<file path="src/aes256_ctr_byte_stream_top_macros.svh">
// Assertion helpers for the byte stream block.
// Both take a label, an antecedent, a consequent and a message.
`ifndef AES256_CTR_BYTE_STREAM_TOP_MACROS_SVH
`define AES256_CTR_BYTE_STREAM_TOP_MACROS_SVH

// Same-cycle implication, checked out of reset.
`define ACBS_ASSERT_NOW(lbl, ante, cons, msg) \
    lbl: assert property (@(posedge i_clk) disable iff (!i_rst_n) (ante) |-> (cons)) \
        else $error(msg);

// Next-cycle implication, checked out of reset.
`define ACBS_ASSERT_NEXT(lbl, ante, cons, msg) \
    lbl: assert property (@(posedge i_clk) disable iff (!i_rst_n) (ante) |=> (cons)) \
        else $error(msg);

`endif

</file>
<file path="src/acbs_pkg.sv">
// ----------------------------------------------------------------------------
// acbs_pkg
// Shared constants, types and AES round functions for the CTR byte stream.
// ----------------------------------------------------------------------------
package acbs_pkg;

    localparam int BLK_BYTES  = 16;
    localparam int BLK_BITS   = 128;
    localparam int KEY_BITS   = 256;
    localparam int KEY_WORDS  = 4;
    localparam int LAST_ROUND = 14;

    // Key register indexes
    localparam logic [1:0] REG_KEY_WORD0 = 2'd0;
    localparam logic [1:0] REG_KEY_WORD1 = 2'd1;
    localparam logic [1:0] REG_KEY_WORD2 = 2'd2;
    localparam logic [1:0] REG_KEY_WORD3 = 2'd3;

    typedef logic [BLK_BITS-1:0] t_block;
    typedef logic [KEY_BITS-1:0] t_key;

    // Keystream queue status towards its producer and consumer
    typedef struct packed {
        logic have_block;
        logic can_push;
    } t_ks_status;

    localparam logic [7:0] SBOX [256] = '{
        8'h63,8'h7c,8'h77,8'h7b,8'hf2,8'h6b,8'h6f,8'hc5,8'h30,8'h01,8'h67,8'h2b,8'hfe,8'hd7,8'hab,8'h76,
        8'hca,8'h82,8'hc9,8'h7d,8'hfa,8'h59,8'h47,8'hf0,8'had,8'hd4,8'ha2,8'haf,8'h9c,8'ha4,8'h72,8'hc0,
        8'hb7,8'hfd,8'h93,8'h26,8'h36,8'h3f,8'hf7,8'hcc,8'h34,8'ha5,8'he5,8'hf1,8'h71,8'hd8,8'h31,8'h15,
        8'h04,8'hc7,8'h23,8'hc3,8'h18,8'h96,8'h05,8'h9a,8'h07,8'h12,8'h80,8'he2,8'heb,8'h27,8'hb2,8'h75,
        8'h09,8'h83,8'h2c,8'h1a,8'h1b,8'h6e,8'h5a,8'ha0,8'h52,8'h3b,8'hd6,8'hb3,8'h29,8'he3,8'h2f,8'h84,
        8'h53,8'hd1,8'h00,8'hed,8'h20,8'hfc,8'hb1,8'h5b,8'h6a,8'hcb,8'hbe,8'h39,8'h4a,8'h4c,8'h58,8'hcf,
        8'hd0,8'hef,8'haa,8'hfb,8'h43,8'h4d,8'h33,8'h85,8'h45,8'hf9,8'h02,8'h7f,8'h50,8'h3c,8'h9f,8'ha8,
        8'h51,8'ha3,8'h40,8'h8f,8'h92,8'h9d,8'h38,8'hf5,8'hbc,8'hb6,8'hda,8'h21,8'h10,8'hff,8'hf3,8'hd2,
        8'hcd,8'h0c,8'h13,8'hec,8'h5f,8'h97,8'h44,8'h17,8'hc4,8'ha7,8'h7e,8'h3d,8'h64,8'h5d,8'h19,8'h73,
        8'h60,8'h81,8'h4f,8'hdc,8'h22,8'h2a,8'h90,8'h88,8'h46,8'hee,8'hb8,8'h14,8'hde,8'h5e,8'h0b,8'hdb,
        8'he0,8'h32,8'h3a,8'h0a,8'h49,8'h06,8'h24,8'h5c,8'hc2,8'hd3,8'hac,8'h62,8'h91,8'h95,8'he4,8'h79,
        8'he7,8'hc8,8'h37,8'h6d,8'h8d,8'hd5,8'h4e,8'ha9,8'h6c,8'h56,8'hf4,8'hea,8'h65,8'h7a,8'hae,8'h08,
        8'hba,8'h78,8'h25,8'h2e,8'h1c,8'ha6,8'hb4,8'hc6,8'he8,8'hdd,8'h74,8'h1f,8'h4b,8'hbd,8'h8b,8'h8a,
        8'h70,8'h3e,8'hb5,8'h66,8'h48,8'h03,8'hf6,8'h0e,8'h61,8'h35,8'h57,8'hb9,8'h86,8'hc1,8'h1d,8'h9e,
        8'he1,8'hf8,8'h98,8'h11,8'h69,8'hd9,8'h8e,8'h94,8'h9b,8'h1e,8'h87,8'he9,8'hce,8'h55,8'h28,8'hdf,
        8'h8c,8'ha1,8'h89,8'h0d,8'hbf,8'he6,8'h42,8'h68,8'h41,8'h99,8'h2d,8'h0f,8'hb0,8'h54,8'hbb,8'h16
    };

    function automatic logic [7:0] f_xtime(input logic [7:0] v);
        return {v[6:0], 1'b0} ^ (v[7] ? 8'h1b : 8'h00);
    endfunction

    function automatic logic [31:0] f_subword(input logic [31:0] w);
        return {SBOX[w[31:24]], SBOX[w[23:16]], SBOX[w[15:8]], SBOX[w[7:0]]};
    endfunction

    // One AES round: SubBytes, ShiftRows, MixColumns (not in last), AddRoundKey.
    // Byte i of a block sits in bits [127-8i -: 8].
    function automatic t_block f_round(input t_block s, input t_block rk, input logic last);
        logic [7:0] sb [16];
        logic [7:0] t  [16];
        logic [7:0] a0, a1, a2, a3, all;
        t_block     res;
        for (int i = 0; i < 16; i++) begin
            sb[i] = s[127-8*i -: 8];
        end
        for (int c = 0; c < 4; c++) begin
            for (int r = 0; r < 4; r++) begin
                t[r+4*c] = SBOX[sb[r+4*((c+r)%4)]];
            end
        end
        if (!last) begin
            for (int c = 0; c < 4; c++) begin
                a0  = t[4*c];
                a1  = t[4*c+1];
                a2  = t[4*c+2];
                a3  = t[4*c+3];
                all = a0 ^ a1 ^ a2 ^ a3;
                t[4*c]   = a0 ^ all ^ f_xtime(a0 ^ a1);
                t[4*c+1] = a1 ^ all ^ f_xtime(a1 ^ a2);
                t[4*c+2] = a2 ^ all ^ f_xtime(a2 ^ a3);
                t[4*c+3] = a3 ^ all ^ f_xtime(a3 ^ a0);
            end
        end
        for (int i = 0; i < 16; i++) begin
            res[127-8*i -: 8] = t[i];
        end
        return res ^ rk;
    endfunction

endpackage

</file>
<file path="src/acbs_in_if.sv">
// ----------------------------------------------------------------------------
// acbs_in_if
// Data byte request channel into the block.
// ----------------------------------------------------------------------------
interface acbs_in_if;
    logic       valid;
    logic       ready;
    logic [7:0] data_byte;

    modport source (output valid, output data_byte, input ready);
    modport sink   (input valid, input data_byte, output ready);
endinterface

</file>
<file path="src/acbs_out_if.sv">
// ----------------------------------------------------------------------------
// acbs_out_if
// Result byte request channel out of the block.
// ----------------------------------------------------------------------------
interface acbs_out_if;
    logic       valid;
    logic       ready;
    logic [7:0] out_byte;

    modport source (output valid, output out_byte, input ready);
    modport sink   (input valid, input out_byte, output ready);
endinterface

</file>
<file path="src/acbs_byte_xor.sv">
// ----------------------------------------------------------------------------
// acbs_byte_xor
// Byte side: takes data byte requests, XORs the next keystream byte and
// holds the result in an output register.
// ----------------------------------------------------------------------------
module acbs_byte_xor (
    input  logic                  i_clk,
    input  logic                  i_rst_n,
    input  logic                  i_flush,
    input  acbs_pkg::t_ks_status  i_status,
    input  acbs_pkg::t_block      i_head,
    output logic                  o_pop,
    acbs_in_if.sink               i_data_ch,
    acbs_out_if.source            o_res_ch
);

    logic [3:0] r_off;
    logic       r_oval;
    logic [7:0] r_obyte;

    logic       take;
    logic [6:0] bsel;

    assign i_data_ch.ready = i_status.have_block && (!r_oval || o_res_ch.ready);
    assign take            = i_data_ch.valid && i_data_ch.ready;
    assign bsel            = {~r_off, 3'b000};
    assign o_pop           = take && (r_off == 4'(acbs_pkg::BLK_BYTES - 1));

    assign o_res_ch.valid    = r_oval;
    assign o_res_ch.out_byte = r_obyte;

    // Offset into the head block and output valid
    always_ff @(posedge i_clk) begin
        if (!i_rst_n) begin
            r_off  <= '0;
            r_oval <= 1'b0;
        end else begin
            if (i_flush) begin
                r_off <= '0;
            end else if (take) begin
                r_off <= r_off + 4'd1;
            end
            if (take) begin
                r_oval <= 1'b1;
            end else if (o_res_ch.ready) begin
                r_oval <= 1'b0;
            end
        end
    end

    // Result byte
    always_ff @(posedge i_clk) begin
        if (take) begin
            r_obyte <= i_data_ch.data_byte ^ i_head[bsel +: 8];
        end
    end

endmodule

</file>
<file path="src/flat_wrapper.sv">
// flat-port wrapper written by rule: the top's interface ports become plain ports
module acbs_byte_xor_flat 
  (i_clk, i_rst_n, i_flush, i_status, i_head, o_pop, i_data_ch_valid, i_data_ch_data_byte, i_data_ch_ready, o_res_ch_valid, o_res_ch_out_byte, o_res_ch_ready);
  acbs_in_if i_data_ch_i ();
  acbs_out_if o_res_ch_i ();
  input  logic i_clk;
  input  logic i_rst_n;
  input  logic i_flush;
  input  acbs_pkg::t_ks_status i_status;
  input  acbs_pkg::t_block i_head;
  output logic o_pop;
  input wire logic [$bits(i_data_ch_i.valid)-1:0] i_data_ch_valid;
  input wire logic [$bits(i_data_ch_i.data_byte)-1:0] i_data_ch_data_byte;
  output wire logic [$bits(i_data_ch_i.ready)-1:0] i_data_ch_ready;
  output wire logic [$bits(o_res_ch_i.valid)-1:0] o_res_ch_valid;
  output wire logic [$bits(o_res_ch_i.out_byte)-1:0] o_res_ch_out_byte;
  input wire logic [$bits(o_res_ch_i.ready)-1:0] o_res_ch_ready;
  assign i_data_ch_i.valid = i_data_ch_valid;
  assign i_data_ch_i.data_byte = i_data_ch_data_byte;
  assign i_data_ch_ready = i_data_ch_i.ready;
  assign o_res_ch_valid = o_res_ch_i.valid;
  assign o_res_ch_out_byte = o_res_ch_i.out_byte;
  assign o_res_ch_i.ready = o_res_ch_ready;
  acbs_byte_xor u_core (.i_clk(i_clk), .i_rst_n(i_rst_n), .i_flush(i_flush), .i_status(i_status), .i_head(i_head), .o_pop(o_pop), .i_data_ch(i_data_ch_i), .o_res_ch(o_res_ch_i));
endmodule
</file>
<file path="config.mk">
export PLATFORM = sky130hd
export DESIGN_NAME = acbs_byte_xor_flat
export DESIGN_NICKNAME = d
export VERILOG_FILES = /design/src/aes256_ctr_byte_stream_top_macros.svh /design/src/acbs_pkg.sv /design/src/acbs_in_if.sv /design/src/acbs_out_if.sv /design/src/acbs_byte_xor.sv /design/src/flat_wrapper.sv
export SDC_FILE = /design/constraint.sdc
export NUM_CORES = 1
export LEC_CHECK = 0
export ABC_CLOCK_PERIOD_IN_PS = 1700
export BUFFER_PORTS_ARGS = -buffer_cell sky130_fd_sc_hd__buf_4
export CAP_MARGIN = 20
export CORE_UTILIZATION = 34
export DETAILED_ROUTE_END_ITERATION = 16
export GPL_TIMING_DRIVEN = 0
export PLACE_DENSITY = 0.88
export RECOVER_POWER = 50
export SETUP_SLACK_MARGIN = 0.3
export SKIP_LAST_GASP = 1
export SLEW_MARGIN = 0
export SYNTH_ARGS = -nofsm -noshare
export SYNTH_HDL_FRONTEND = slang
export SYNTH_SLANG_ARGS = --single-unit
</file>
<file path="constraint.sdc">
create_clock -name i_clk -period 1.7 [get_ports i_clk]
set_input_delay 0.425 -clock i_clk [delete_from_list [all_inputs] [get_ports i_clk]]
set_output_delay 0.425 -clock i_clk [all_outputs]
set_load 0.01 [all_outputs]
</file>
==> results.cfg <==
[status]
status = complete, but fails checks
violations = negative setup slack

[yosys]
syn_area_per_cell_um2 = 15.6
ys_seq_area_frac = 0.200
synth_cell_types = 25
synth-edff-count = 8
syn_inst = 109
synth-main-ff-cell = edfxtp_1
synth.area.top_cells = mux4_1 (42%), mux2i_1 (15%), edfxtp_1 (14%), mux4_2 (6.6%), dfxtp_1 (5.9%)
synth_nets = 253
synth.top_cell.area_share = 0.418
ys_async_sr_fraction = 0
ys_ff_latch = 13
syn-cell-area_um2 = 1700
yosys.cell_count.top_type = mux4_1
yosysTopAreaCell = mux4_1
synth.cells.most_frequent = mux4_1 (27), mux2i_1 (25), xor2_1 (10)
ys_warn_count = 0

[routing]
vias = 1735
first_iter_violations = 48
avgViaCountPerCell = 5.04
drtAntennaViolNets = 0
route.detailed.drc = 0
wl_per_cell_um = 17.9
routed_wl_um = 6150
firstDrtPassIters = 4

[floorplan]
die-area_um2 = 5280
die_h_um = 72.7
initial_core_util = 0.357
core_area_um2 = 4750
ioPinCount = 154
row_count = 25
die_w_um = 72.7

[setup_path]
start_kind = flip-flop
rrSetupSlack_ns = -0.21
arrival_ns = 1.90
r2r_cells = 6
crit_start = u_core.r_off[1]$_SDFFE_PP0P_
end_kind = flip-flop
critPathMaxFanout = 5
required_ns = 1.69
r2r_start = u_core.r_off[1]$_SDFFE_PP0P_
crit_type = flip-flop to flip-flop

[sta]
finClkSkew_ns = 0.00309
rsz0062_at_grt = true
drv_slew = 0
final_hold_viol_count = 0
timing.hold.ws_ns = 0.446
period_share = 1.12
fin_ws_ns = -0.210
max_freq_ghz = 0.524
period_needed_ns = 1.91
max_slew_margin = 0.758
worst_pin_slew_ns = 0.363
finalSetupViolations = 8

[clocking]
numCtsBuffers = 3
cts.path.max_buffers = 2
cts-root-buf = clkbuf_8
clkSlewWorstSetupHoldPaths_ns = 0.06
cts_sinks = 13
clock_latency_ns = 0.25
cts_max_level = 1
cts_tree = yes
cts_hold_buf = 0

[global_routing]
grt_first_pass_wirelength_um = 8460
first_global_vias = 1788
overflow = 0
grt_max_degree = 11
antenna_found_initial = 0
grtUsageTotal = 0.219

[placement]
pre_cts_slack_ns = -0.395
io_buffers = 152
finalWeightedCongestion = 0.730
hpwl_um = 4870

[min_path]
hold_path_class = input port to flip-flop
holdPathStages = 2
hp-start = i_rst_n

[layout]
antenna_cells = 0
fin_nets = 422
drive_gt1_frac = 0.780
synthToLayoutAreaGrowth_pct = 86.6

[pwr]
vdd_drop_max_v = 0.000208
p_leak_nw = 1.36
powerDensity_nw_per_um2 = 343

[flow_run]
maxCapViolCount = 0
## stage by stage
stage | total power, mW | TNS (ns) | area (um^2) | cells | utilization
5_1_grt | 1.13 | -1.95 | 3170 | 344 | 0.666
4_1_cts | 1.08 | -1.47 | 3100 | 342 | 0.653
3_5_place_dp | 0.794 | -2.43 | 2850 | 328 | 0.600
3_3_place_gp | 0.782 | -2.09 | 2850 | 328 | 0.600
2_1_floorplan | 0.500 | 0 | 1630 | 109 | -
6_report | 1.09 | -1.36 | 3170 | 344 | 0.666
## flip-flops by register name, summed over array words and instances, names as in the netlist
signal,flops
u_core.r_off,4
u_core.o_res_ch.valid,1
u_core.o_res_ch.out_byte,8
## worst max-delay path, stage by stage, from the launching register on
cell and delay [ns]:
dfxtp_4 0.38, buf_12 0.13, buf_12 0.12, mux4_2 0.50
mux2i_1 0.21, mux2i_1 0.15, xor2_1 0.16
## logic make-up (layout without fill, tap and decap cells)
family,Yosys count,count (layout),synth area share
AOI/OAI and AO/OA,3,3,0.0103
xor gates and xnor gates,10,10,0.0516
adders and majority gates,1,1,0.00737
buffers and inverters,12,180,0.0604
DFF,13,13,0.200
muxes,57,57,0.632
and+or+nand+nor,13,13,0.0383
## cells in the final DEF (no fill, tap or decap)
master and instances:
nor2_2 1, nor2_1 3, edfxtp_1 8, xor2_1 10
nand3_1 1, clkbuf_8 3, bufbuf_16 1, ha_1 1
buf_4 161, mux4_2 28, buf_8 2, dfxtp_1 2
dfxtp_2 2, a21oi_2 1, buf_6 1, nand2b_1 1
buf_12 5, nand2_1 2, clkbuf_16 2, dfxtp_4 1
nand2b_4 1, and2_4 1, a21boi_0 1, mux4_1 4
clkinv_2 1, nand4_1 2, mux2i_2 2, buf_16 2
clkbuf_4 1, mux2i_1 23, inv_1 1, or3_1 1
o21ai_0 1
## path summary, 6_finish.rpt
kind / end
max: u_core.o_res_ch.out_byte[0]$_DFFE_PP_
min: u_core.o_res_ch.valid$_SDFFE_PN0P_
min reg2reg: u_core.r_off[3]$_SDFFE_PP0P_
max reg2reg: u_core.o_res_ch.out_byte[0]$_DFFE_PP_
## repair_timing
action / 4_1_cts / 5_1_grt
setup endpoints to repair: 11 / 11
resized for setup: 16 / 6
hold endpoints to repair: 0 / 0
buffers inserted: 7 / 0
pin swaps: 1 / 4
gates cloned: 3 / 2
## where the power goes
group          switching (mW)  internal [mW]  leakage [nW]  total (mW)
logic                   0.121          0.316          1.22       0.436
clock network           0.130          0.162        0.0255       0.293
registers             0.00565          0.354         0.117       0.359
total                   0.257          0.832          1.36        1.09
## final cells by class
type | count | area [um^2]
clock buffers | 3 | 41.3
inverters | 1 | 3.75
plain buffers | 11 | 148
flip-flops and latches | 13 | 347
well taps | 67 | 83.8
fillers | 368 | 1590
clock inverters | 1 | 5.00
repair buffers | 164 | 1350
multi-input cells | 84 | 1190
## layer usage
| layer | part of all wire | up-vias | GRT usage |
|---|---|---|---|
| li1 | - | 796 | - |
| met1 | 0.35 | 842 | 0.249 |
| met2 | 0.57 | 91 | 0.430 |
| met3 | 0.066 | 6 | 0.0249 |
| met4 | 0.010 | 0 | 0.0523 |
| met5 | 0 | - | 0 |
Note: power is estimated with default switching activity, not from simulation.
