`config.mk`:
```
export PLATFORM = sky130hd
export DESIGN_NAME = acbs_ks_fifo
export DESIGN_NICKNAME = d
export VERILOG_FILES = /design/src/aes256_ctr_byte_stream_top_macros.svh /design/src/acbs_pkg.sv /design/src/acbs_ks_fifo.sv
export SDC_FILE = /design/constraint.sdc
export NUM_CORES = 1
export LEC_CHECK = 0
export BUFFER_PORTS_ARGS = -buffer_cell sky130_fd_sc_hd__buf_4
export CAP_MARGIN = 20
export CORE_MARGIN = 2
export CORE_UTILIZATION = 50
export CTS_CLUSTER_DIAMETER = 100
export DETAILED_ROUTE_END_ITERATION = 12
export GPL_TIMING_DRIVEN = 0
export HOLD_SLACK_MARGIN = 0.03
export PLACE_DENSITY = 0.77
export SETUP_SLACK_MARGIN = 0.2
export SLEW_MARGIN = 20
export SYNTH_ARGS = -nofsm -noshare
export SYNTH_HDL_FRONTEND = slang
export SYNTH_SLANG_ARGS = --single-unit
```
`constraint.sdc`:
```
create_clock -name i_clk -period 10.57 [get_ports i_clk]
set_input_delay 0 -clock i_clk [delete_from_list [all_inputs] [get_ports i_clk]]
set_output_delay 0 -clock i_clk [all_outputs]
set_load 0.02 [all_outputs]
```
`src/aes256_ctr_byte_stream_top_macros.svh`:
```
// Assertion helpers for the byte stream block.
// Both take a label, an antecedent, a consequent and a message.
`ifndef AES256_CTR_BYTE_STREAM_TOP_MACROS_SVH
`define AES256_CTR_BYTE_STREAM_TOP_MACROS_SVH

// Same-cycle implication, checked out of reset.
`define ACBS_ASSERT_NOW(lbl, ante, cons, msg) \
    lbl: assert property (@(posedge i_clk) disable iff (!i_rst_n) (ante) |-> (cons)) \
        else $error(msg);

// Next-cycle implication, checked out of reset.
`define ACBS_ASSERT_NEXT(lbl, ante, cons, msg) \
    lbl: assert property (@(posedge i_clk) disable iff (!i_rst_n) (ante) |=> (cons)) \
        else $error(msg);

`endif

```
`src/acbs_pkg.sv`:
```
// ----------------------------------------------------------------------------
// acbs_pkg
// Shared constants, types and AES round functions for the CTR byte stream.
// ----------------------------------------------------------------------------
package acbs_pkg;

    localparam int BLK_BYTES  = 16;
    localparam int BLK_BITS   = 128;
    localparam int KEY_BITS   = 256;
    localparam int KEY_WORDS  = 4;
    localparam int LAST_ROUND = 14;

    // Key register indexes
    localparam logic [1:0] REG_KEY_WORD0 = 2'd0;
    localparam logic [1:0] REG_KEY_WORD1 = 2'd1;
    localparam logic [1:0] REG_KEY_WORD2 = 2'd2;
    localparam logic [1:0] REG_KEY_WORD3 = 2'd3;

    typedef logic [BLK_BITS-1:0] t_block;
    typedef logic [KEY_BITS-1:0] t_key;

    // Keystream queue status towards its producer and consumer
    typedef struct packed {
        logic have_block;
        logic can_push;
    } t_ks_status;

    localparam logic [7:0] SBOX [256] = '{
        8'h63,8'h7c,8'h77,8'h7b,8'hf2,8'h6b,8'h6f,8'hc5,8'h30,8'h01,8'h67,8'h2b,8'hfe,8'hd7,8'hab,8'h76,
        8'hca,8'h82,8'hc9,8'h7d,8'hfa,8'h59,8'h47,8'hf0,8'had,8'hd4,8'ha2,8'haf,8'h9c,8'ha4,8'h72,8'hc0,
        8'hb7,8'hfd,8'h93,8'h26,8'h36,8'h3f,8'hf7,8'hcc,8'h34,8'ha5,8'he5,8'hf1,8'h71,8'hd8,8'h31,8'h15,
        8'h04,8'hc7,8'h23,8'hc3,8'h18,8'h96,8'h05,8'h9a,8'h07,8'h12,8'h80,8'he2,8'heb,8'h27,8'hb2,8'h75,
        8'h09,8'h83,8'h2c,8'h1a,8'h1b,8'h6e,8'h5a,8'ha0,8'h52,8'h3b,8'hd6,8'hb3,8'h29,8'he3,8'h2f,8'h84,
        8'h53,8'hd1,8'h00,8'hed,8'h20,8'hfc,8'hb1,8'h5b,8'h6a,8'hcb,8'hbe,8'h39,8'h4a,8'h4c,8'h58,8'hcf,
        8'hd0,8'hef,8'haa,8'hfb,8'h43,8'h4d,8'h33,8'h85,8'h45,8'hf9,8'h02,8'h7f,8'h50,8'h3c,8'h9f,8'ha8,
        8'h51,8'ha3,8'h40,8'h8f,8'h92,8'h9d,8'h38,8'hf5,8'hbc,8'hb6,8'hda,8'h21,8'h10,8'hff,8'hf3,8'hd2,
        8'hcd,8'h0c,8'h13,8'hec,8'h5f,8'h97,8'h44,8'h17,8'hc4,8'ha7,8'h7e,8'h3d,8'h64,8'h5d,8'h19,8'h73,
        8'h60,8'h81,8'h4f,8'hdc,8'h22,8'h2a,8'h90,8'h88,8'h46,8'hee,8'hb8,8'h14,8'hde,8'h5e,8'h0b,8'hdb,
        8'he0,8'h32,8'h3a,8'h0a,8'h49,8'h06,8'h24,8'h5c,8'hc2,8'hd3,8'hac,8'h62,8'h91,8'h95,8'he4,8'h79,
        8'he7,8'hc8,8'h37,8'h6d,8'h8d,8'hd5,8'h4e,8'ha9,8'h6c,8'h56,8'hf4,8'hea,8'h65,8'h7a,8'hae,8'h08,
        8'hba,8'h78,8'h25,8'h2e,8'h1c,8'ha6,8'hb4,8'hc6,8'he8,8'hdd,8'h74,8'h1f,8'h4b,8'hbd,8'h8b,8'h8a,
        8'h70,8'h3e,8'hb5,8'h66,8'h48,8'h03,8'hf6,8'h0e,8'h61,8'h35,8'h57,8'hb9,8'h86,8'hc1,8'h1d,8'h9e,
        8'he1,8'hf8,8'h98,8'h11,8'h69,8'hd9,8'h8e,8'h94,8'h9b,8'h1e,8'h87,8'he9,8'hce,8'h55,8'h28,8'hdf,
        8'h8c,8'ha1,8'h89,8'h0d,8'hbf,8'he6,8'h42,8'h68,8'h41,8'h99,8'h2d,8'h0f,8'hb0,8'h54,8'hbb,8'h16
    };

    function automatic logic [7:0] f_xtime(input logic [7:0] v);
        return {v[6:0], 1'b0} ^ (v[7] ? 8'h1b : 8'h00);
    endfunction

    function automatic logic [31:0] f_subword(input logic [31:0] w);
        return {SBOX[w[31:24]], SBOX[w[23:16]], SBOX[w[15:8]], SBOX[w[7:0]]};
    endfunction

    // One AES round: SubBytes, ShiftRows, MixColumns (not in last), AddRoundKey.
    // Byte i of a block sits in bits [127-8i -: 8].
    function automatic t_block f_round(input t_block s, input t_block rk, input logic last);
        logic [7:0] sb [16];
        logic [7:0] t  [16];
        logic [7:0] a0, a1, a2, a3, all;
        t_block     res;
        for (int i = 0; i < 16; i++) begin
            sb[i] = s[127-8*i -: 8];
        end
        for (int c = 0; c < 4; c++) begin
            for (int r = 0; r < 4; r++) begin
                t[r+4*c] = SBOX[sb[r+4*((c+r)%4)]];
            end
        end
        if (!last) begin
            for (int c = 0; c < 4; c++) begin
                a0  = t[4*c];
                a1  = t[4*c+1];
                a2  = t[4*c+2];
                a3  = t[4*c+3];
                all = a0 ^ a1 ^ a2 ^ a3;
                t[4*c]   = a0 ^ all ^ f_xtime(a0 ^ a1);
                t[4*c+1] = a1 ^ all ^ f_xtime(a1 ^ a2);
                t[4*c+2] = a2 ^ all ^ f_xtime(a2 ^ a3);
                t[4*c+3] = a3 ^ all ^ f_xtime(a3 ^ a0);
            end
        end
        for (int i = 0; i < 16; i++) begin
            res[127-8*i -: 8] = t[i];
        end
        return res ^ rk;
    endfunction

endpackage

```
`src/acbs_ks_fifo.sv`:
```
// ----------------------------------------------------------------------------
// acbs_ks_fifo
// Two-block keystream queue between the AES unit and the byte side.
// ----------------------------------------------------------------------------
module acbs_ks_fifo (
    input  logic                  i_clk,
    input  logic                  i_rst_n,
    input  logic                  i_flush,
    input  logic                  i_push,
    input  acbs_pkg::t_block      i_block,
    input  logic                  i_pop,
    output acbs_pkg::t_block      o_head,
    output acbs_pkg::t_ks_status  o_status
);

    acbs_pkg::t_block r_mem [2];
    logic             r_wp;
    logic             r_rp;
    logic [1:0]       r_cnt;

    logic do_push;
    logic do_pop;

    assign do_push = i_push && (r_cnt != 2'd2);
    assign do_pop  = i_pop && (r_cnt != 2'd0);

    assign o_head              = r_mem[r_rp];
    assign o_status.have_block = (r_cnt != 2'd0);
    assign o_status.can_push   = (r_cnt != 2'd2);

    // Pointers and fill count
    always_ff @(posedge i_clk) begin
        if (!i_rst_n || i_flush) begin
            r_wp  <= 1'b0;
            r_rp  <= 1'b0;
            r_cnt <= '0;
        end else begin
            if (do_push) begin
                r_wp <= ~r_wp;
            end
            if (do_pop) begin
                r_rp <= ~r_rp;
            end
            r_cnt <= r_cnt + {1'b0, do_push} - {1'b0, do_pop};
        end
    end

    // Block storage
    always_ff @(posedge i_clk) begin
        if (do_push) begin
            r_mem[r_wp] <= i_block;
        end
    end

endmodule

```
==> results.json, run 1 <==
{
  "pwr-share-comb": 0.121,
  "yosysMostFrequentCell": "edfxtp_1",
  "synth_top_cells_by_count": "256 x edfxtp_1, 129 x mux2_2, 8 x clkbuf_8, 8 x nor2_1, 6 x buf_6",
  "synth-simple-area-share": 0.00551,
  "die_h_um": 142,
  "period_minus_slack_ps": 2340,
  "p_seq_frac": 0.492,
  "coreArea_sq_um": 18700,
  "hpwl_mm": 12.8,
  "setup_viol": 0,
  "path_cells": "nand2b_1 > nand2_1 > nor2_4 > buf_16 > buf_12 > buf_16",
  "clk_pin_slew_ps": 60,
  "hp-class": "input port to flip-flop",
  "antenna_found_initial": 0,
  "multi_input_area_sq_um": 1580,
  "finalHoldViolCount": 0,
  "regArea_sq_um": 7790,
  "worstReg2RegStart": "r_cnt[0]",
  "min_to": "r_mem[0][23]",
  "cpMaxStageDelayCell": "nor2_4",
  "ys_types": 14,
  "n_antenna_cell": 0,
  "cp-end-kind": "flip-flop",
  "rows": 50,
  "met1_usage": 0.241,
  "synth_compound_area_frac": 0.000787,
  "grt_use_met2": 0.358,
  "syn_avg_cell_area_sq_um": 22.4,
  "crit_path_max_incr_delay_ps": 620,
  "yosys_warnings": 0,
  "postSynthCellCount": 425,
  "grt_setup_unrepaired": "no",
  "clk_root_buffer_cell": "clkbuf_16",
  "ys_ff_latch": 261,
  "gp_congestion": 0.711,
  "status": "finished, final reports clean",
  "finClkSkew_ps": 17.6,
  "ir_drop_mv": 0.149,
  "fmax_mhz": 427,
  "clockBufferDepth": 3,
  "critical_path_class": "flip-flop to flip-flop",
  "layout-drive-gt1-share": 0.519,
  "ctsResizeCount": 0,
  "track_usage": 0.199,
  "grt_max_degree": 29,
  "first_iter_violations": 221,
  "finish.utilization": 0.766,
  "synth-edff-count": 256,
  "busiest_layer": "met2",
  "max-cap-violations": 0,
  "synth.area.top_cells": "edfxtp_1 81%, mux2_2 15%, clkbuf_8 1.2%",
  "finalWirelength_mm": 20.8,
  "die_w_um": 142,
  "startpoint_type": "flip-flop",
  "tritoncts": "done",
  "grt_pass1_wl_mm": 31.3,
  "slew_headroom": 0.507,
  "use_met3": 0.0404,
  "layout_setup_ws_ps": 8230,
  "h-tree-depth": 1,
  "final_cell_area_sq_um": 14300,
  "power_mw": 2.45,
  "pin_count": 263,
  "required_ps": 10790,
  "startpoint": "r_cnt[0]",
  "r2r_cells": 6,
  "drc": 0,
  "power_frac_clock": 0.386,
  "clock-sinks": 261,
  "synthAdderAreaFrac": 0.00262,
  "wl_per_cell_um": 18.7,
  "tightest_slew_ps": 738,
  "ant_nets": 0,
  "placed_area_sq_um": 12100,
  "grt-ovfl-total": 0,
  "via_per_inst": 4.97,
  "synth_xor_area_frac": 0.00275,
  "syn_nets": 560,
  "rrSetupSlack_ps": 8230,
  "cts_setup_buffers": 0,
  "fin_nets": 995,
  "synth.area.mux_share": 0.152,
  "async_flop_share": 0,
  "crit_arrival_ps": 2560,
  "synth_top_family_by_area": "multiplexers",
  "min_from": "i_block[23]",
  "cts_inserted_buffers": 27,
  "fillers": 999,
  "dieArea_sq_um": 20200,
  "yosys.area.top_type": "edfxtp_1",
  "slew_viol_final": 0,
  "insertion_delay_ps": 520,
  "yosysTopAreaCellShare": 0.806,
  "dr.pass1.iters": 4,
  "fin_tns_setup_ps": 0,
  "power.density_nw_per_um2": 171,
  "switchingPower_uw": 529,
  "via_count": 5532,
  "place_ws_ps": 8240,
  "post-route-period-util": 0.222,
  "port_buffers": 262,
  "syn_area_sq_um": 9540,
  "area_growth_pct": 50.2,
  "r2r_end": "r_mem[1][101]",
  "synth_top_flop_cell": "edfxtp_1",
  "crit_top_cell": "buf_16",
  "p_int_mw": 1.92,
  "critical_path_peak_fanout": 24,
  "hold_path_depth": 2,
  "grt_pass1_vias": 6105,
  "power_leakage_nw": 5.44,
  "yosysSeqAreaShare": 0.816,
  "p_sw_frac": 0.216,
  "initial_core_util": 0.510
}
## cell usage in the layout, fill, tap and decap left out, types with 5 or more instances in the layout
cell / instances
nor2_1: 6
clkbuf_16: 27
buf_4: 262
dlygate4sd3_1: 133
clkbuf_8: 8
clkinv_1: 7
edfxtp_1: 256
mux2_2: 129
dfxtp_1: 5
buf_6: 6
buf_16: 9
## state kept, by name, summed over array words and instances, names as in the netlist, named ones only
signal / count
r_cnt: 2
r_mem: 256
r_rp: 1
r_wp: 1
## worst max-delay path: cells and delay by family, from the launching register on
family        cells  cell delay (ps)
simple gates      3              990
flops             1              360
buf+inv           3              630
## layout make-up
cell class	count	share of cell area
plain buffers	14	0.0124
clock buffers	31	0.0482
clock inverters	18	0.0140
inverters	3	0.000786
multi-input cells	147	0.110
flip-flops and latches	261	0.544
well taps	234	0.0204
repair buffers	406	0.250
## stage by stage
step / hold slack [ps] / std cells
final: 203 / 1114
after global routing: 183 / 1114
after CTS: 186 / 1114
after detailed placement: 188 / 932
after global placement: 184 / 921
after floorplan: 98.9 / 425
## power by group through the flow
stage               combinational [mW]  sequential (mW)  clock (mW)
floorplan                        0.118             1.23           0
global placement                 0.230             1.24           0
detailed placement               0.254             1.23           0
CTS                              0.296             1.20       0.959
global route                     0.312             1.21        1.01
finish                           0.296             1.20       0.946
## logic make-up (layout without fill, tap and decap cells)
| logic type | count (synthesis) | count (layout) |
|---|---|---|
| AO/OA/AOI/OAI | 1 | 1 |
| XOR/XNOR | 3 | 3 |
| adder cells (fa/ha/maj) | 2 | 2 |
| buffers and inverters | 17 | 472 |
| flip-flops | 261 | 261 |
| multiplexers | 129 | 129 |
| AND/OR/NAND/NOR | 12 | 12 |
## how the worst max path moves through the flow
stage / end / slack, ps
finish: r_mem[1][101] / 8230
global route: r_mem[1][29] / 8040
CTS: r_mem[1][101] / 8220
detailed placement: r_mem[1][100] / 8240
global placement: r_mem[0][99] / 1550
floorplan: r_mem[0][0] / 3890
## routing by layer
| layer | vias up | wire (um) |
|---|---|---|
| met5 | - | 0 |
| met4 | 0 | 588 |
| met3 | 45 | 1300 |
| met2 | 213 | 10800 |
| met1 | 2714 | 8130 |
| li1 | 2560 | - |
## what timing repair did
action / CTS / global route
endpoints found under the hold margin: 261 / 0
hold buffers: 133 / 0
setup endpoints to repair: 0 / 0
(Power assumes the default switching activity.)
==> inputs of run 2 (changes only) <==
--- a/config.mk
+++ b/config.mk
@@ -8,12 +8,12 @@
 export BUFFER_PORTS_ARGS = -buffer_cell sky130_fd_sc_hd__buf_4
 export CAP_MARGIN = 20
 export CORE_MARGIN = 2
-export CORE_UTILIZATION = 50
+export CORE_UTILIZATION = 47
 export CTS_CLUSTER_DIAMETER = 100
 export DETAILED_ROUTE_END_ITERATION = 12
 export GPL_TIMING_DRIVEN = 0
 export HOLD_SLACK_MARGIN = 0.03
-export PLACE_DENSITY = 0.77
+export PLACE_DENSITY = 0.76
 export SETUP_SLACK_MARGIN = 0.2
 export SLEW_MARGIN = 20
 export SYNTH_ARGS = -nofsm -noshare
==> constraint.sdc (replaced) <==
create_clock -name i_clk -period 1.95 [get_ports i_clk]
set_input_delay 0 -clock i_clk [delete_from_list [all_inputs] [get_ports i_clk]]
set_output_delay 0 -clock i_clk [all_outputs]
set_load 0.02 [all_outputs]
==> run 2 against run 1 <==
  * Critical path depth down 2
  * Final cell count increased by 3.6%
  * Die area rose by 6.2%
  * Critical path type is now flip-flop to output port
  * Largest power group unchanged
==> results.json, run 2 (synthesis gave the netlist of run 1 again) <==
{
  "status": "finished, final reports clean",
  "power.density_nw_per_um2": 892,
  "grt_pass1_wl_mm": 32.9,
  "layout_setup_ws_ps": 204,
  "die_w_um": 146,
  "crit_arrival_ps": 1750,
  "wl_per_cell_um": 18.9,
  "layout_commonest_cell": "buf_4",
  "whs_ps": 116,
  "finClkSkew_ps": 8.27,
  "hold_path_depth": 4,
  "fin_tns_setup_ps": 0,
  "h-tree-depth": 1,
  "slew_headroom": 0.795,
  "rrSetupSlack_ps": 300,
  "via_count": 5610,
  "reg_top3": "r_mem: 256 flops, r_cnt: 2 flops",
  "finalWirelength_mm": 21.8,
  "clk_root_buffer_cell": "clkbuf_16",
  "grt-ovfl-total": 0,
  "r2r_cells": 5,
  "critical_path_peak_fanout": 10,
  "grt_use_met2": 0.370,
  "first_iter_violations": 215,
  "top_register": "r_mem",
  "min_from": "i_flush",
  "port_buffers": 262,
  "finalHoldViolCount": 0,
  "track_usage": 0.196,
  "fin_cells": 1154,
  "clk_pin_slew_ps": 60,
  "grt_setup_unrepaired": "yes",
  "worstReg2RegStart": "r_cnt[0]",
  "hp-class": "input port to flip-flop",
  "min_to": "r_cnt[0]",
  "via_per_inst": 4.86,
  "grt_max_degree": 30,
  "power_leakage_nw": 5.41,
  "startpoint_type": "flip-flop",
  "initial_core_util": 0.475,
  "clockBufferDepth": 3,
  "period_minus_slack_ps": 1750,
  "gp_congestion": 0.745,
  "clock-sinks": 261,
  "slew_viol_final": 0,
  "fin_nets": 1001,
  "dr.pass1.iters": 4,
  "busiest_layer": "met2",
  "ant_nets": 0,
  "hpwl_mm": 13.2,
  "use_met3": 0.0397,
  "post-route-period-util": 0.895,
  "dieArea_sq_um": 21500,
  "tightest_slew_ps": 306,
  "largest_reg_flops": 256,
  "pin_count": 263,
  "rows": 52,
  "die_h_um": 146,
  "dp.cells": 967,
  "cp-end-kind": "output port",
  "setup_viol": 0,
  "cts_inserted_buffers": 25,
  "area_growth_pct": 49.9,
  "ir_drop_mv": 0.787,
  "max-cap-violations": 0,
  "met1_usage": 0.220,
  "final_cell_mix": "269 x buf_4, 256 x edfxtp_1, 133 x dlygate4sd3_1, 129 x mux2_2, 25 x clkbuf_16",
  "r2r_end": "r_mem[1][65]",
  "tritoncts": "done",
  "fmax_mhz": 573,
  "critical_path_class": "flip-flop to output port",
  "drc": 0,
  "layout-drive-gt1-share": 0.526,
  "antenna_found_initial": 3,
  "grt_pass1_vias": 6268,
  "place_ws_ps": 218,
  "required_ps": 1950,
  "coreArea_sq_um": 20100,
  "insertion_delay_ps": 510
}
==> run 2: changes by cell type in the layout (fill, tap and decap cells not counted), moves of 2 or more <==
| cell | change |
|---|---|
| dfxtp_1 | -2 |
| buf_8 | +3 |
| buf_12 | +8 |
| buf_4 | +7 |
| diode_2 | +2 |
| clkinvlp_4 | +2 |
| bufinv_16 | -2 |
| buf_16 | -7 |
| clkinv_1 | -3 |
| clkbuf_16 | -2 |
| buf_6 | -3 |
| dfxtp_2 | +2 |
==> run 2: routing by layer <==
layer / wire length [um] / vias to the layer above
met1: 8360 / 2785
met2: 11600 / 205
met3: 1130 / 48
met4: 644 / 2
li1: - / 2570
met5: 13 / -
==> run 2: power by group <==
group | internal, mW | switching, mW | total, mW | leakage (nW)
Combinational | 0.856 | 0.761 | 1.62 | 2.60
Clock | 2.62 | 1.98 | 4.60 | 0.370
Sequential | 6.47 | 0.0701 | 6.54 | 2.44
Total | 9.94 | 2.81 | 12.8 | 5.41
==> run 2: layout make-up <==
cell class                      count  area [sq um]
Tap cell                          270           338
Sequential cell                   261          7790
Antenna cell                        2          5.00
Clock buffer                       30           644
Fill cell                        1168          5810
Buffer                             14           195
Timing Repair Buffer              414          3600
Inverter                            3          11.3
Clock inverter                     13           123
Multi-Input combinational cell    147          1590
==> run 2: worst max-delay path by stage <==
stage                         to  slack [ps]  cells after the start
global route          o_head[71]         140                      4
global placement    r_mem[0][35]       -1740                      3
floorplan            r_mem[0][0]        -950                      3
detailed placement  r_mem[1][31]         220                      5
finish                o_head[42]         200                      4
CTS                   o_head[24]         170                      4
==> run 2: per-stage QoR <==
| stage | area, sq um | power, mW | util |
|---|---|---|---|
| after CTS | 14200 | 12.8 | 0.707 |
| after detailed placement | 12100 | 8.00 | 0.601 |
| after floorplan | 9570 | 7.29 | - |
| after global routing | 14300 | 13.2 | 0.711 |
| final | 14300 | 12.8 | 0.711 |
| after global placement | 11900 | 7.91 | 0.591 |
==> run 2: repair_timing <==
| item | 4_1_cts | 5_1_grt |
|---|---|---|
| buffers inserted | 0 | 8 |
| pin swaps | 0 | 2 |
| hold buffers | 134 | 0 |
| setup endpoints to repair | 116 | 198 |
| resized for setup | 5 | 2 |
| endpoints found under the hold margin | 273 | 0 |
==> run 2: critical path, cell delays in order, from the launching register on <==
cell and delay, ps:
dfxtp_2 360, buf_12 160, clkbuf_8 190, mux2_2 360, buf_4 160
==> inputs of run 3 (changes only) <==
--- a/config.mk
+++ b/config.mk
@@ -5,15 +5,15 @@
 export SDC_FILE = /design/constraint.sdc
 export NUM_CORES = 1
 export LEC_CHECK = 0
-export BUFFER_PORTS_ARGS = -buffer_cell sky130_fd_sc_hd__buf_4
 export CAP_MARGIN = 20
 export CORE_MARGIN = 2
-export CORE_UTILIZATION = 47
+export CORE_UTILIZATION = 50
 export CTS_CLUSTER_DIAMETER = 100
 export DETAILED_ROUTE_END_ITERATION = 12
+export DONT_BUFFER_PORTS = 1
 export GPL_TIMING_DRIVEN = 0
 export HOLD_SLACK_MARGIN = 0.03
-export PLACE_DENSITY = 0.76
+export PLACE_DENSITY_LB_ADDON = 0.05
 export SETUP_SLACK_MARGIN = 0.2
 export SLEW_MARGIN = 20
 export SYNTH_ARGS = -nofsm -noshare
==> run 3 against run 2 <==
  * Critical path depth is 1 lower
  * Core utilization is 4.9 points lower
  * Clock skew is 8.8 ps higher
  * Total power is 4.2% lower
==> results.json, run 3 (synthesis gave the netlist of run 1 again) <==
{
  "setup_viol": 0,
  "largest_reg_flops": 256,
  "port_buffers": 0,
  "hold_path_depth": 1,
  "cts_inserted_buffers": 26,
  "initial_core_util": 0.510,
  "first_iter_violations": 179,
  "worstReg2RegStart": "r_cnt[1]",
  "r2r_end": "r_wp",
  "layout_commonest_cell": "edfxtp_1",
  "finalWirelength_mm": 18.0,
  "drc": 0,
  "final_cell_mix": "256 x edfxtp_1, 133 x dlygate4sd3_1, 127 x mux2_2, 32 x clkbuf_16",
  "min_from": "i_block[50]",
  "hpwl_mm": 11.4,
  "track_usage": 0.168,
  "rrSetupSlack_ps": 260,
  "post-route-period-util": 0.877,
  "rows": 50,
  "h-tree-depth": 1,
  "whs_ps": 135,
  "finalHoldViolCount": 0,
  "dieArea_sq_um": 20200,
  "power.density_nw_per_um2": 987,
  "cp-end-kind": "output port",
  "via_per_inst": 5.20,
  "wl_per_cell_um": 21.0,
  "die_w_um": 142,
  "min_to": "r_mem[1][50]",
  "die_h_um": 142,
  "grt-ovfl-total": 0,
  "max-cap-violations": 0,
  "critical_path_peak_fanout": 10,
  "period_minus_slack_ps": 1710,
  "via_count": 4448,
  "finClkSkew_ps": 17.0,
  "antenna_found_initial": 1,
  "clk_pin_slew_ps": 60,
  "grt_setup_unrepaired": "yes",
  "grt_pass1_wl_mm": 25.9,
  "area_growth_pct": 29.8,
  "hp-class": "input port to flip-flop",
  "place_ws_ps": -157,
  "reg_top3": "r_mem: 256 flops, r_cnt: 2 flops",
  "grt_max_degree": 28,
  "crit_arrival_ps": 1710,
  "gp_congestion": 0.696,
  "slew_headroom": 0.859,
  "layout_setup_ws_ps": 240,
  "ant_nets": 0,
  "layout-drive-gt1-share": 0.325,
  "clk_root_buffer_cell": "clkbuf_16",
  "slew_viol_final": 0,
  "pin_count": 263,
  "dr.pass1.iters": 4,
  "clockBufferDepth": 3,
  "power_mw": 12.2,
  "startpoint_type": "flip-flop",
  "critical_path_class": "flip-flop to output port",
  "fmax_mhz": 585,
  "ir_drop_mv": 0.718,
  "power_leakage_nw": 4.20,
  "grt_pass1_vias": 4760,
  "status": "finished, final reports clean",
  "r2r_cells": 4,
  "top_register": "r_mem",
  "tightest_slew_ps": 212,
  "fin_tns_setup_ps": 0,
  "clock-sinks": 261,
  "insertion_delay_ps": 510,
  "required_ps": 1950,
  "fin_nets": 737,
  "tritoncts": "done",
  "coreArea_sq_um": 18700
}
-- run 3: final cells by class --
class | count | area [sq um]
fillers | 1272 | 6320
inverters | 3 | 11.3
well taps | 234 | 293
plain buffers | 14 | 181
repair buffers | 149 | 1700
flip-flops and latches | 261 | 7790
clock buffers | 31 | 691
diodes | 1 | 2.50
multi-input cells | 147 | 1610
clock inverters | 16 | 101
-- run 3: per-layer routing --
metal	GRT usage	part of all wire
met1	0.197	0.37
met3	0.0515	0.083
met4	0.0453	0.018
met5	0	0
met2	0.301	0.53
-- run 3: worst max-delay path by stage --
stage / startpoint / to / slack [ps] / depth (start not counted)
5_1_grt: flip-flop / o_head[116] / 180 / 3
6_report: flip-flop / o_head[105] / 240 / 3
4_1_cts: r_cnt[0] / r_mem[1][15] / 200 / 6
2_1_floorplan: r_cnt[0] / r_mem[0][0] / -950 / 3
3_3_place_gp: r_cnt[0] / r_mem[0][89] / -1980 / 3
3_5_place_dp: r_cnt[0] / r_mem[0][87] / -160 / 6
-- run 3: what timing repair did --
item / CTS / global route
setup buffers: 2 / 0
hold buffers: 133 / 1
pin swaps: 2 / 1
gates resized for setup: 3 / 6
endpoints found under the setup margin: 159 / 76
cloned: 0 / 4
hold endpoints to repair: 318 / 58
-- run 3: critical path, cell delays in order, from the launching register on --
cell and delay, ps:
dfxtp_1 370, buf_8 190, clkbuf_8 200, mux2_2 420
-- run 3: where the power goes --
part	internal (mW)	leakage, nW	total, mW	switching, mW
Combinational	0.479	1.36	1.13	0.652
Clock	2.65	0.396	4.57	1.93
Sequential	6.46	2.44	6.52	0.0549
Total	9.59	4.20	12.2	2.63
-- run 3: metrics by stage --
| step | utilization | std cells | area (sq um) |
|---|---|---|---|
| CTS | 0.655 | 851 | 12300 |
| detailed placement | 0.540 | 669 | 10100 |
| global route | 0.662 | 856 | 12400 |
| finish | 0.662 | 856 | 12400 |
| floorplan | - | 425 | 9570 |
| global placement | 0.527 | 659 | 9860 |
